`src/rtl/anp_pkg.sv`:
```
// Package for the ASCII unsigned number parser: phase and status codes,
// character constants, the per-string control flags and character helpers.
// Depends on nothing; every file of the parser imports it.
package anp_pkg;

   localparam int unsigned VALUE_BITS_DEFAULT    = 32;
   localparam int unsigned POSITION_BITS_DEFAULT = 12;

   localparam int unsigned BYTE_BITS   = 8;
   localparam int unsigned BASE_BITS   = 6;
   localparam int unsigned STATUS_BITS = 2;
   localparam int unsigned PHASE_BITS  = 3;

   localparam logic [PHASE_BITS-1:0] PH_WS     = 3'd0;
   localparam logic [PHASE_BITS-1:0] PH_SIGNED = 3'd1;
   localparam logic [PHASE_BITS-1:0] PH_ZERO   = 3'd2;
   localparam logic [PHASE_BITS-1:0] PH_HEX1   = 3'd3;
   localparam logic [PHASE_BITS-1:0] PH_DIGITS = 3'd4;
   localparam logic [PHASE_BITS-1:0] PH_IGNORE = 3'd5;

   localparam logic [STATUS_BITS-1:0] ST_OK        = 2'd0;
   localparam logic [STATUS_BITS-1:0] ST_NO_DIGITS = 2'd1;
   localparam logic [STATUS_BITS-1:0] ST_OVERFLOW  = 2'd2;
   localparam logic [STATUS_BITS-1:0] ST_BAD_BASE  = 2'd3;

   localparam logic [BASE_BITS-1:0] BASE_AUTO = 6'd0;
   localparam logic [BASE_BITS-1:0] BASE_ONE  = 6'd1;
   localparam logic [BASE_BITS-1:0] BASE_OCT  = 6'd8;
   localparam logic [BASE_BITS-1:0] BASE_DEC  = 6'd10;
   localparam logic [BASE_BITS-1:0] BASE_HEX  = 6'd16;
   localparam logic [BASE_BITS-1:0] BASE_MAX  = 6'd36;

   localparam logic [BASE_BITS-1:0] DIGIT_NONE = 6'd63;

   localparam logic [BYTE_BITS-1:0] CH_ZERO    = 8'h30;
   localparam logic [BYTE_BITS-1:0] CH_PLUS    = 8'h2B;
   localparam logic [BYTE_BITS-1:0] CH_MINUS   = 8'h2D;
   localparam logic [BYTE_BITS-1:0] CH_X_LOWER = 8'h78;
   localparam logic [BYTE_BITS-1:0] CH_X_UPPER = 8'h58;

   typedef struct packed {
      logic [PHASE_BITS-1:0] phase;
      logic [BASE_BITS-1:0]  active_base;
      logic                  negative_sign;
      logic                  overflowed;
      logic                  any_digit;
   } flags_type;

   function automatic logic is_blank(input logic [BYTE_BITS-1:0] c);
      logic r;
      case (c) inside
         8'h20, 8'h09, 8'h0A, 8'h0B, 8'h0C, 8'h0D: r = 1'b1;
         default: r = 1'b0;
      endcase
      return r;
   endfunction

   function automatic logic [BASE_BITS-1:0] digit_of(input logic [BYTE_BITS-1:0] c);
      logic [BASE_BITS-1:0] d;
      logic [BYTE_BITS-1:0] t;
      t = '0;
      case (c) inside
         [8'h30:8'h39]: begin
            t = c - 8'h30;
            d = t[BASE_BITS-1:0];
         end
         [8'h61:8'h7A]: begin
            t = c - 8'h57;
            d = t[BASE_BITS-1:0];
         end
         [8'h41:8'h5A]: begin
            t = c - 8'h37;
            d = t[BASE_BITS-1:0];
         end
         default: d = DIGIT_NONE;
      endcase
      return d;
   endfunction

endpackage

```
`src/rtl/ascii_unsigned_number_parser.sv`:
```
// Top level of the streaming ASCII to unsigned integer parser.
// Depends on anp_pkg and instantiates anp_step.
//
// The block takes one text byte per clock cycle and sustains that rate back to back while
// no result waits on a stalled output: each byte is registered, passes once through the
// step logic (one multiply by the radix and add of the digit value) and then updates the
// parse state, and each result is registered before it is delivered. Leading whitespace
// is skipped, one sign is taken (a minus negates the value), the base comes from the
// numeric_base register (zero detects 0x for hex and a leading 0 for octal), and
// exactly one result is delivered per string, either on the first byte that cannot
// continue the number or on the byte marked last. Bytes after a result are ignored up
// to the byte marked last. The register is sampled on the first byte of each string and
// may only be written while no string is in progress.
module ascii_unsigned_number_parser #(
   parameter int unsigned VALUE_BITS    = anp_pkg::VALUE_BITS_DEFAULT,
   parameter int unsigned POSITION_BITS = anp_pkg::POSITION_BITS_DEFAULT
) (
   input  logic                               clock,
   input  logic                               reset,
   input  logic                               csr_valid,
   output logic                               csr_ready,
   input  logic [anp_pkg::BASE_BITS-1:0]      csr_numeric_base,
   input  logic                               req_valid,
   output logic                               req_stall,
   input  logic [anp_pkg::BYTE_BITS-1:0]      req_text_byte,
   input  logic                               req_last_byte,
   output logic                               rsp_valid,
   input  logic                               rsp_stall,
   output logic [VALUE_BITS-1:0]              rsp_parsed_value,
   output logic [POSITION_BITS-1:0]           rsp_consumed_count,
   output logic [anp_pkg::STATUS_BITS-1:0]    rsp_status
);
   import anp_pkg::*;

   logic [BASE_BITS-1:0]     base_ff;
   logic                     s1_valid_ff, s1_valid_in;
   logic [BYTE_BITS-1:0]     s1_byte_ff;
   logic                     s1_last_ff;
   flags_type                flags_ff, flags_in;
   logic [VALUE_BITS-1:0]    acc_ff, acc_in;
   logic [POSITION_BITS-1:0] pos_ff, pos_in;
   logic                     out_valid_ff, out_valid_in;
   logic [VALUE_BITS-1:0]    out_value_ff;
   logic [POSITION_BITS-1:0] out_count_ff;
   logic [STATUS_BITS-1:0]   out_status_ff;

   logic                     emit;
   logic [VALUE_BITS-1:0]    step_value;
   logic [POSITION_BITS-1:0] step_count;
   logic [STATUS_BITS-1:0]   step_status;
   logic                     out_free;
   logic                     advance;
   logic                     take_req;

   anp_step #(
      .VALUE_BITS    (VALUE_BITS),
      .POSITION_BITS (POSITION_BITS)
   ) u_step (
      .flags_cur      (flags_ff),
      .acc_cur        (acc_ff),
      .pos_cur        (pos_ff),
      .numeric_base   (base_ff),
      .text_byte      (s1_byte_ff),
      .last_byte      (s1_last_ff),
      .flags_nxt      (flags_in),
      .acc_nxt        (acc_in),
      .pos_nxt        (pos_in),
      .emit           (emit),
      .parsed_value   (step_value),
      .consumed_count (step_count),
      .status         (step_status)
   );

   assign out_free     = !out_valid_ff || !rsp_stall;
   assign advance      = s1_valid_ff && (out_free || !emit);
   assign req_stall    = s1_valid_ff && !advance;
   assign take_req     = req_valid && !req_stall;
   assign s1_valid_in  = take_req || (s1_valid_ff && !advance);
   assign out_valid_in = (advance && emit) || (out_valid_ff && rsp_stall);

   assign csr_ready          = 1'b1;
   assign rsp_valid          = out_valid_ff;
   assign rsp_parsed_value   = out_value_ff;
   assign rsp_consumed_count = out_count_ff;
   assign rsp_status         = out_status_ff;

   always_ff @(posedge clock) begin
      if (reset) begin
         base_ff      <= BASE_AUTO;
         s1_valid_ff  <= 1'b0;
         out_valid_ff <= 1'b0;
         flags_ff     <= '0;
         acc_ff       <= '0;
         pos_ff       <= '0;
      end else begin
         if (csr_valid && csr_ready) base_ff <= csr_numeric_base;
         s1_valid_ff  <= s1_valid_in;
         out_valid_ff <= out_valid_in;
         if (advance) begin
            flags_ff <= flags_in;
            acc_ff   <= acc_in;
            pos_ff   <= pos_in;
         end
      end
   end

   always_ff @(posedge clock) begin
      if (take_req) begin
         s1_byte_ff <= req_text_byte;
         s1_last_ff <= req_last_byte;
      end
      if (advance && emit) begin
         out_value_ff  <= step_value;
         out_count_ff  <= step_count;
         out_status_ff <= step_status;
      end
   end

endmodule

```
`src/rtl/anp_step.sv`:
```
// Next-state and result logic of the parser for one text item.
// Depends on anp_pkg for codes, the flag struct and the character helpers.
module anp_step #(
   parameter int unsigned VALUE_BITS    = anp_pkg::VALUE_BITS_DEFAULT,
   parameter int unsigned POSITION_BITS = anp_pkg::POSITION_BITS_DEFAULT
) (
   input  anp_pkg::flags_type                   flags_cur,
   input  logic [VALUE_BITS-1:0]                acc_cur,
   input  logic [POSITION_BITS-1:0]             pos_cur,
   input  logic [anp_pkg::BASE_BITS-1:0]        numeric_base,
   input  logic [anp_pkg::BYTE_BITS-1:0]        text_byte,
   input  logic                                 last_byte,
   output anp_pkg::flags_type                   flags_nxt,
   output logic [VALUE_BITS-1:0]                acc_nxt,
   output logic [POSITION_BITS-1:0]             pos_nxt,
   output logic                                 emit,
   output logic [VALUE_BITS-1:0]                parsed_value,
   output logic [POSITION_BITS-1:0]             consumed_count,
   output logic [anp_pkg::STATUS_BITS-1:0]      status
);
   import anp_pkg::*;

   localparam int unsigned WIDE = VALUE_BITS + BASE_BITS + 1;
   localparam logic [POSITION_BITS-1:0] POS_FULL = {POSITION_BITS{1'b1}};

   always_comb begin
      flags_type            f;
      logic [VALUE_BITS-1:0]    acc;
      logic [POSITION_BITS-1:0] pos;
      logic [BASE_BITS-1:0]     d;
      logic [WIDE-1:0]          wide;
      logic                     first;
      logic                     sig_chk;
      logic                     dig_chk;
      logic                     dig_take;
      logic                     emit_now;

      f        = flags_cur;
      acc      = acc_cur;
      pos      = pos_cur;
      d        = digit_of(text_byte);
      wide     = '0;
      first    = (flags_cur.phase == PH_WS) && (pos_cur == '0);
      sig_chk  = 1'b0;
      dig_chk  = 1'b0;
      dig_take = 1'b0;
      emit_now = 1'b0;
      parsed_value   = '0;
      consumed_count = '0;
      status         = ST_OK;

      if (flags_cur.phase != PH_IGNORE) begin
         if (first) begin
            f.active_base = numeric_base;
         end
         if (first && (numeric_base == BASE_ONE || numeric_base > BASE_MAX)) begin
            emit_now = 1'b1;
            status   = ST_BAD_BASE;
         end else begin
            unique case (flags_cur.phase)
               PH_WS: begin
                  if (is_blank(text_byte)) begin
                     if (pos != POS_FULL) pos = pos + 1'b1;
                  end else if (text_byte == CH_PLUS || text_byte == CH_MINUS) begin
                     f.negative_sign = (text_byte == CH_MINUS);
                     if (pos != POS_FULL) pos = pos + 1'b1;
                     f.phase = PH_SIGNED;
                  end else begin
                     sig_chk = 1'b1;
                  end
               end
               PH_SIGNED: begin
                  sig_chk = 1'b1;
               end
               PH_ZERO: begin
                  if (text_byte == CH_X_LOWER || text_byte == CH_X_UPPER) begin
                     f.phase = PH_HEX1;
                  end else begin
                     if (f.active_base == BASE_AUTO) f.active_base = BASE_OCT;
                     dig_chk = 1'b1;
                  end
               end
               PH_HEX1: begin
                  f.active_base = BASE_HEX;
                  if (d < BASE_HEX) begin
                     if (pos != POS_FULL) pos = pos + 1'b1;
                     dig_take = 1'b1;
                     f.phase  = PH_DIGITS;
                  end else begin
                     emit_now = 1'b1;
                  end
               end
               PH_DIGITS: begin
                  dig_chk = 1'b1;
               end
               default: begin
                  f = flags_cur;
               end
            endcase

            if (sig_chk) begin
               if (text_byte == CH_ZERO &&
                   (f.active_base == BASE_AUTO || f.active_base == BASE_HEX)) begin
                  f.any_digit = 1'b1;
                  if (pos != POS_FULL) pos = pos + 1'b1;
                  f.phase = PH_ZERO;
               end else begin
                  if (f.active_base == BASE_AUTO) f.active_base = BASE_DEC;
                  dig_chk = 1'b1;
               end
            end

            if (dig_chk) begin
               f.phase = PH_DIGITS;
               if (d < f.active_base) begin
                  dig_take = 1'b1;
               end else begin
                  emit_now = 1'b1;
               end
            end

            if (dig_take) begin
               wide = WIDE'(acc) * WIDE'(f.active_base) + WIDE'(d);
               if (|wide[WIDE-1:VALUE_BITS]) begin
                  f.overflowed = 1'b1;
               end else begin
                  acc = wide[VALUE_BITS-1:0];
               end
               f.any_digit = 1'b1;
               if (pos != POS_FULL) pos = pos + 1'b1;
            end

            if (last_byte) emit_now = 1'b1;

            if (!f.any_digit) begin
               status = ST_NO_DIGITS;
            end else if (f.overflowed) begin
               parsed_value   = '1;
               consumed_count = pos;
               status         = ST_OVERFLOW;
            end else begin
               parsed_value   = f.negative_sign ? (~acc + VALUE_BITS'(1)) : acc;
               consumed_count = pos;
               status         = ST_OK;
            end
         end
      end

      if (emit_now) begin
         f.phase = PH_IGNORE;
      end

      emit = emit_now;
      if (last_byte && (emit_now || flags_cur.phase == PH_IGNORE)) begin
         flags_nxt = '0;
         acc_nxt   = '0;
         pos_nxt   = '0;
      end else begin
         flags_nxt = f;
         acc_nxt   = acc;
         pos_nxt   = pos;
      end
   end

endmodule

```
`config.mk`:
```
export PLATFORM = sky130hd
export DESIGN_NAME = ascii_unsigned_number_parser
export DESIGN_NICKNAME = d
export VERILOG_FILES = /design/src/rtl/anp_pkg.sv /design/src/rtl/ascii_unsigned_number_parser.sv /design/src/rtl/anp_step.sv
export SDC_FILE = /design/constraint.sdc
export NUM_CORES = 1
export LEC_CHECK = 0
export ABC_CLOCK_PERIOD_IN_PS = 10700
export BUFFER_PORTS_ARGS = -buffer_cell sky130_fd_sc_hd__buf_2
export CAP_MARGIN = 40
export CORE_MARGIN = 1.5
export CORE_UTILIZATION = 50
export CTS_BUF_LIST = sky130_fd_sc_hd__clkbuf_2
export DETAILED_ROUTE_END_ITERATION = 7
export GPL_TIMING_DRIVEN = 1
export PLACE_DENSITY = 0.72
export REMOVE_ABC_BUFFERS = 1
export SETUP_SLACK_MARGIN = 0.2
export SYNTH_ARGS = -nofsm -noshare
export SYNTH_HDL_FRONTEND = slang
export SYNTH_SLANG_ARGS = --single-unit
```
`constraint.sdc`:
```
create_clock -name clock -period 10.7 [get_ports clock]
set_input_delay 1.07 -clock clock [delete_from_list [all_inputs] [get_ports clock]]
set_output_delay 1.07 -clock clock [all_outputs]
set_load 0.01 [all_outputs]
```
Word-level counts from Yosys, hierarchy flattened

Cells that the tools add are included.

Add/subtract/negate cells: 8
Multiply operators: 1
$lt $le $gt $ge: 9
Eq/ne operators: 24
Muxes and demuxes: 94
Bitwise gates (word level): 3
Reduce and logical (&&, ||, !) cells: 39

Operator list:

| operator              | count |
|---|---|
| $mux 32               | 9 |
| $mux 12               | 19 |
| $mux 6                | 11 |
| $eq 8x4->1 const B    | 5 |
| $add 38x6->39         | 1 |
| $mul 32x6->38         | 1 |
| $add 12x1->12 const B | 3 |
| $ne 12x12->1 const B  | 3 |
| $mux 1                | 34 |
| $add 32x1->32 const B | 1 |
| $eq 8x6->1 const B    | 4 |
| $not 32->32           | 1 |
| $mux 9                | 3 |
| $pmux 12 s2           | 1 |
| $mux 3                | 7 |
| $pmux 6 s3            | 1 |
| $eq 8x7->1 const B    | 2 |
| $ge 8x7->1 const B    | 2 |
| $le 8x7->1 const B    | 2 |
| $logic_and 1x1->1     | 12 |
| $logic_not 12->1      | 1 |
| $logic_not 6->1       | 2 |
| $mux 2                | 6 |
| $sub 6x6->6 const B   | 2 |
| other kinds (26)      | 45 |

Flip-flop bits (word level): 119
Input bits: 20
Output and inout port bits: 49
Logic and storage cells: 193

Longest topological paths before layout

Gate-level depths: netlist of the first run.

Depth in word-level cells: 31
Depth in mapped cells: 44
Depth with buffers taken out: 39

Modules after synthesis

Synthesis of the first run repeated with hierarchy kept, for this count alone.

Cells, all modules: 1927
Area total of the unflattened synthesis: 16484.6 µm²

Modules (own cells, without submodules):

| module                       | instances | cells an instance | area an instance (µm²) | seq. area each (µm²) |
|---|---|---|---|---|
| anp_step                     | 1         | 1596              | 12017.8                | 0.0 |
| ascii_unsigned_number_parser | 1         | 331               | 4466.8                 | 2932.8 |

Worst setup path before layout of the first run

No wires, ideal clock.

Path type: register to register
Start point: register flags_ff[9] (netlist bit)
End point: register out_value_ff[20], in the netlist rsp_parsed_value[20], data pin
Setup time: 270 ps
Arrival: 9123 ps
Setup slack: 1307 ps
Stages on the path, launching flop included: 41
Buffers on the path: 5
Cell sequence: dfxtp_1 > clkbuf_1 > nor3_1 > and4_1 > buf_2 > nor3_1 > nor3_1 > nor4_2 > and4_1 > a21oi_1 > clkbuf_1 > nor2b_1 > fa_1 > inv_1 > fa_1 > inv_1 > fa_1 > inv_1 > [5 not listed] > o311ai_2 > a31oi_1 > or4_1 > a21oi_1 > nand4_1 > nor3_4 > buf_4 > buf_4 > mux2i_1 > ha_1 > nand2_1 > or3_1 > nor4_1 > nand2_1 > o211ai_1 > o21ai_0 > xor2_1 > a21oi_1

Cells in the longest elaborated chain, start to end: 29

RTL lines:

| item                                                            | RTL line                            | source |
|---|---|---|
| start, declared                                                 | ascii_unsigned_number_parser.sv:39  | `flags_type flags_ff, flags_in;` |
| start signal, assigned                                          | ascii_unsigned_number_parser.sv:100 | `flags_ff <= flags_in;` |
| parallel branches: the longest is 29 deep, another holds $mux 6 | n/a                                 |  |
| end signal, assigned                                            | ascii_unsigned_number_parser.sv:113 | `out_value_ff <= step_value;` |
| end, declared                                                   | ascii_unsigned_number_parser.sv:43  | `logic [VALUE_BITS-1:0] out_value_ff;` |

Several ways; the timed one is not identified. The select of a mux whose other input is x is not followed.
A chain may end at the register's enable or synchronous reset.

Worst setup path after layout of the first run

Start point: register pos_ff[0]
End point: register out_value_ff[30], in the netlist rsp_parsed_value[30], data pin

Cells in the longest elaborated chain, start to end: 29

RTL lines:

| item                                                            | RTL line                            | source |
|---|---|---|
| start, declared                                                 | ascii_unsigned_number_parser.sv:41  | `logic [POSITION_BITS-1:0] pos_ff, pos_in;` |
| start signal, assigned                                          | ascii_unsigned_number_parser.sv:102 | `pos_ff <= pos_in;` |
| $logic_not 12->1 *                                              | anp_step.sv:43                      | `first = (flags_cur.phase == PH_WS) && (pos_cur == '0);` |
| $logic_and 1x1->1 *                                             | anp_step.sv:43                      |  |
| parallel branches: the longest is 27 deep, another holds $mux 6 | n/a                                 |  |

Every way passes the cells marked *. The select of a mux whose other input is x is not followed.

==> flow_metrics.tcl, run 1 <==
set metrics [dict create \
    drc 2 \
    cp.required_ps 11210 \
    dr.pass1.iters 8 \
    setup_viol 0 \
    viasPerCell 6.23 \
    wl_per_cell_um 20.2 \
    p_leak_uw 0.00753 \
    rr_startpoint "pos_ff[0]$_SDFFE_PP0P_" \
    min_period_over_period 0.933 \
    vias 13900 \
    ios 69 \
    antenna_found_initial 2 \
    r2r_cells 36 \
    cts_tree "done" \
    hold_class "in -> reg" \
    setup.worst_path.start_class "register" \
    yosysUniqueCellTypes 108 \
    coreArea_um2 30500 \
    crit_fanout 29 \
    cts-root-buf "clkbuf_2" \
    finalClockSkew_ps 51.8 \
    yosysTopAreaCell "fa_1" \
    ys_seq_area_frac 0.189 \
    drtIter0Drc 1415 \
    design.die.area_um2 32100 \
    grt_pass1_vias 13400 \
    worst_path_most_repeated_cell "ha_1" \
    final_common_cell "nor2_1" \
    grt_pass1_wl_um 72200 \
    rsz0062_at_grt "false" \
    powerDensity_nw_per_um2 80.4 \
    layout_common_cells "nor2_1, and2_1, fa_1, nand2_1, a21oi_1" \
    grt_max_degree 56 \
    io_buffer_count 67 \
    numClockSinks 119 \
    dp_hpwl_um 34300 \
    max_cap_violations 0 \
    min_period_ps 9990 \
    synth_area_leaders "fa_1, edfxtp_1, ha_1, dfxtp_1, and2_1" \
    violations "design-rule violations" \
    syn-cell-area_um2 15500 \
    synth_top_area_share 0.160 \
    stdcell_area_um2 16500 \
    rr_endpoint "rsp_parsed_value[30]$_SDFFCE_PP0P_" \
    yosysWarnings 0 \
    fin_ws_ps 712 \
    vdd_ir_drop_max_uv 75.9 \
    ant_nets 0 \
    start_util 0.508 \
    drt-total-wl_um 45000 \
    criticalPathCategory "reg -> reg" \
    area_growth_pct 6.37 \
    cts_buffer_depth 2 \
    clock_latency_ps 790 \
    status "finished with violations" \
    die_y_um 179 \
    max_slew_margin 0.364 \
    fmax_mhz 100 \
    critPathLaunch "pos_ff[0]$_SDFFE_PP0P_" \
    htreeDepth 4 \
    slowest_delay_ps 530 \
    drive_gt1_frac 0.120 \
    hold_viol_final 0 \
    track_usage 0.288 \
    nets 2068 \
    fp.dieW_um 179 \
    gp_congestion 0.989 \
    pre_cts_slack_ps -41.7 \
    path_clk_slew_ps 210 \
    synth-edff-count 55 \
    regToRegSetupSlack_ps 710 \
    crit_slowest_cell "fa_1" \
    synth_seq_cells 119 \
    synth_area_per_cell_um2 8.55 \
    grt-ovfl-total 0 \
    rows 64 \
    netlist_instances 1812 \
    crit_arrival_ps 10500 \
    place_area_um2 16100 \
    cts_buffers 17 \
    synth_async_sr_flop_share 0 \
    endpoint "rsp_parsed_value[30]$_SDFFCE_PP0P_" \
    worst_pin_slew_ps 946 \
    cp-end-kind "register" \
    synthFlopType "dfxtp_1" \
    slew_violations 0 \
]
cells in the mapped netlist, drive strengths merged, types with 35 or more instances:
cell and instances:
dfxtp 64, clkbuf 83, ha 106, nor3 42
nor2 165, buf 35, nor2b 44, o21ai 81
xnor2 47, and2 151, a21o 40, a21oi 121
inv 95, nand2 124, edfxtp 55, xor2 36
fa 124
critical path, delay by kind of cell (launching register included):
kind                       cells  cell delay [ps]
DFF                            1              380
xor gates and xnor gates       1              160
and+or+nand+nor               15             3530
buffers and inverters          3              510
AOI/OAI and AO/OA              9             2180
muxes                          1              290
adders and majority gates      7             2620
flip-flops by register name, summed over array words and instances (netlist names):
name and cells:
base_ff 6, rsp_parsed_value 32, s1_byte_ff 8, s1_valid_ff 1, rsp_consumed_count 12, s1_last_ff 1
rsp_status 2, pos_ff 12, acc_ff 32, flags_ff 12, rsp_valid 1
area by class of cell:
cell class,instances,area [um^2]
Antenna cell,1,2.50
Multi-Input combinational cell,1480,11800
Tap cell,396,495
Sequential cell,119,2930
Fill cell,2819,14000
Timing Repair Buffer,105,656
Clock buffer,19,95.1
Clock inverter,13,153
Inverter,95,359
layer usage:
metal / wire (um) / up-vias / global-route usage
met2: 20400 / 652 / 0.459
met5: 13 / - / 0
met3: 3790 / 93 / 0.0503
li1: - / 6403 / -
met4: 1120 / 2 / 0.0878
met1: 19600 / 6725 / 0.396
cells by family after synthesis:
logic type / after synthesis / share of synthesized area
buffers and inverters: 213 / 0.0577
xor gates and xnor gates: 83 / 0.0469
adders and majority gates: 230 / 0.246
other: 1 / 0.000242
muxes: 43 / 0.0290
AOI/OAI and AO/OA: 431 / 0.191
and+or+nand+nor: 692 / 0.240
DFF: 119 / 0.189
worst min path at each step:
stage,start,end,slack (ps),cells after the start
5_1_grt,req_last_byte,s1_last_ff$_DFFE_PP_,410,1
4_1_cts,req_last_byte,s1_last_ff$_DFFE_PP_,420,1
3_3_place_gp,pos_ff[0]$_SDFFE_PP0P_,pos_ff[0]$_SDFFE_PP0P_,470,2
2_1_floorplan,flags_ff[1]$_SDFFE_PP0P_,flags_ff[1]$_SDFFE_PP0P_,460,2
3_5_place_dp,pos_ff[0]$_SDFFE_PP0P_,pos_ff[0]$_SDFFE_PP0P_,480,2
6_report,req_last_byte,s1_last_ff$_DFFE_PP_,460,1
where the power goes:
group	internal [uW]	total, uW	switching, uW
clock	132	326	195
combinational	155	483	329
sequential	498	516	18.1
total	784	1330	541
what timing repair did:
action                                  in CTS  in global routing
resized for setup                            5                 16
setup buffers                                1                  5
pin swaps                                    1                  4
hold buffers                                 0                  0
endpoints found under the setup margin      10                 16
stage by stage:
stage	util	TNS (ps)	cells	hold WS (ps)	total power, uW
6_report	0.540	0	2228	462	1330
5_1_grt	0.540	0	2228	405	1380
4_1_cts	0.536	0	2222	420	1300
3_5_place_dp	0.527	-88.2	2189	482	972
3_3_place_gp	0.526	0	2186	468	964
2_1_floorplan	-	-16240	1694	455	791
No activity file was read; power rests on OpenSTA's default activity.
==> run 2: changes to the inputs <==
--- a/config.mk
+++ b/config.mk
@@ -9,11 +9,11 @@
 export BUFFER_PORTS_ARGS = -buffer_cell sky130_fd_sc_hd__buf_2
 export CAP_MARGIN = 40
 export CORE_MARGIN = 1.5
-export CORE_UTILIZATION = 50
+export CORE_UTILIZATION = 60
 export CTS_BUF_LIST = sky130_fd_sc_hd__clkbuf_2
 export DETAILED_ROUTE_END_ITERATION = 7
 export GPL_TIMING_DRIVEN = 1
-export PLACE_DENSITY = 0.72
+export PLACE_DENSITY = 0.83
 export REMOVE_ABC_BUFFERS = 1
 export SETUP_SLACK_MARGIN = 0.2
 export SYNTH_ARGS = -nofsm -noshare
==> run 2 against run 1 <==
The run now ends clean. Maximum frequency rose by 0.20%. Power rose by 5.1%. Via count rose by 1.4%. Critical path depth did not move. Cell area fell by 0.16%. Cell count fell by 3.1%. Die area fell by 16%. Combinational power fell by 0.8%. First-iteration DRC count rose by 17%. Wire length fell by 0.63%. Non-clock buffer count fell by 4. Sequential cell count did not move. Critical path type unchanged. Largest power group unchanged.
==> flow_metrics.tcl, run 2 (synthesized netlist as in run 1, its figures left out) <==
set metrics [dict create \
    max_slew_margin 0.383 \
    fill_cells 2078 \
    gp_congestion 0.944 \
    finalPower_uw 1390 \
    ios 69 \
    crit_fanout 22 \
    r2r_cells 36 \
    grt-ovfl-total 0 \
    wl_per_cell_um 20.7 \
    dr.pass1.iters 5 \
    htreeDepth 4 \
    cp.required_ps 11240 \
    max_cap_violations 0 \
    hold_class "in -> reg" \
    multiInputGateArea_um2 11800 \
    final_common_cell "nor2_1" \
    cts_tree "done" \
    slew_violations 0 \
    layout_common_cells "nor2_1, and2_1, fa_1, nand2_1, a21oi_1" \
    die_y_um 164 \
    ff_latch_area_um2 2930 \
    fp.dieW_um 164 \
    criticalPathCategory "reg -> reg" \
    clock_latency_ps 800 \
    worst_pin_slew_ps 926 \
    drc 0 \
    grt_pass1_vias 13700 \
    drt-total-wl_um 44700 \
    drtIter0Drc 1657 \
    hold_viol_final 0 \
    rows 58 \
    worstPathBufferInverterCount 3 \
    tns_ps 0 \
    rsz0062_at_grt "false" \
    finalClockSkew_ps 56.5 \
    cts_buffer_depth 2 \
    status "completed" \
    p_leak_uw 0.00754 \
    crit_slowest_cell "edfxtp_1" \
    crit_arrival_ps 10510 \
    slowest_delay_ps 540 \
    hold_depth 1 \
    fmax_mhz 100 \
    stdcell_area_um2 16500 \
    grt_max_degree 67 \
    antenna_found_initial 1 \
    hold_slack_ps 457 \
    placedCellCount 2123 \
    cp-end-kind "register" \
    viasPerCell 6.52 \
    cts-root-buf "clkbuf_2" \
    crit_family "compound AO/OA/AOI/OAI gates" \
    drive_gt1_frac 0.120 \
    area_growth_pct 6.20 \
    vdd_ir_drop_max_uv 82.7 \
    design.die.area_um2 26800 \
    coreArea_um2 25300 \
    place_area_um2 16000 \
    track_usage 0.343 \
    dp_hpwl_um 33600 \
    min_period_ps 9970 \
    setup_viol 0 \
    setup.worst_path.start_class "register" \
    nets 2064 \
    powerDensity_nw_per_um2 84.7 \
    io_buffer_count 67 \
    ant_nets 0 \
    vias 14100 \
    grt_pass1_wl_um 72600 \
    numClockSinks 119 \
    min_period_over_period 0.932 \
    layout.cells.non_filler 2158 \
    start_util 0.613 \
    path_clk_slew_ps 220 \
    worst-path-stages 36 \
    cts_buffers 17 \
]
[run 2: cell type report]
| cell class | count | area share |
|---|---|---|
| flip-flops and latches | 119 | 0.178 |
| repair buffers | 101 | 0.0391 |
| clock buffers | 17 | 0.00517 |
| multi-input cells | 1480 | 0.716 |
| inverters | 95 | 0.0218 |
| well taps | 330 | 0.0251 |
| clock inverters | 15 | 0.0144 |
| diodes | 1 | 0.000152 |
[run 2: power breakdown]
group	switching, uW	internal, uW
logic	328	150
clock network	215	184
registers	17.9	498
[run 2: timing repair]
action / 4_1_cts / 5_1_grt
hold endpoints to repair: 0 / 0
hold buffers: 0 / 0
endpoints found under the setup margin: 6 / 15
resized for setup: 1 / 21
buffers inserted: 0 / 2
pin swaps: 0 / 2
[run 2: final timing paths]
path	slack (ps)	start	end
min reg2reg	500	pos_ff[0]$_SDFFE_PP0P_	pos_ff[0]$_SDFFE_PP0P_
max reg2reg	730	s1_byte_ff[4]$_DFFE_PP_	rsp_parsed_value[20]$_SDFFCE_PP0P_
min	460	req_text_byte[5]	s1_byte_ff[5]$_DFFE_PP_
max	730	s1_byte_ff[4]$_DFFE_PP_	rsp_parsed_value[20]$_SDFFCE_PP0P_
[run 2: stage by stage]
step / setup slack, ps / util
finish: 732 / 0.652
global route: 202 / 0.652
CTS: 261 / 0.647
detailed placement: 205 / 0.634
global placement: 284 / 0.631
floorplan: -1340 / -
[run 2: per-layer routing]
metal  routed length (um)  vias to the layer above  track usage  part of all wire
met5                    0                        -            0                 0
met4                 1230                        0        0.107             0.027
met3                 4260                      109       0.0665             0.095
met2                20500                      739        0.548              0.46
met1                18700                     6837        0.469              0.42
li1                     -                     6378            -                 -
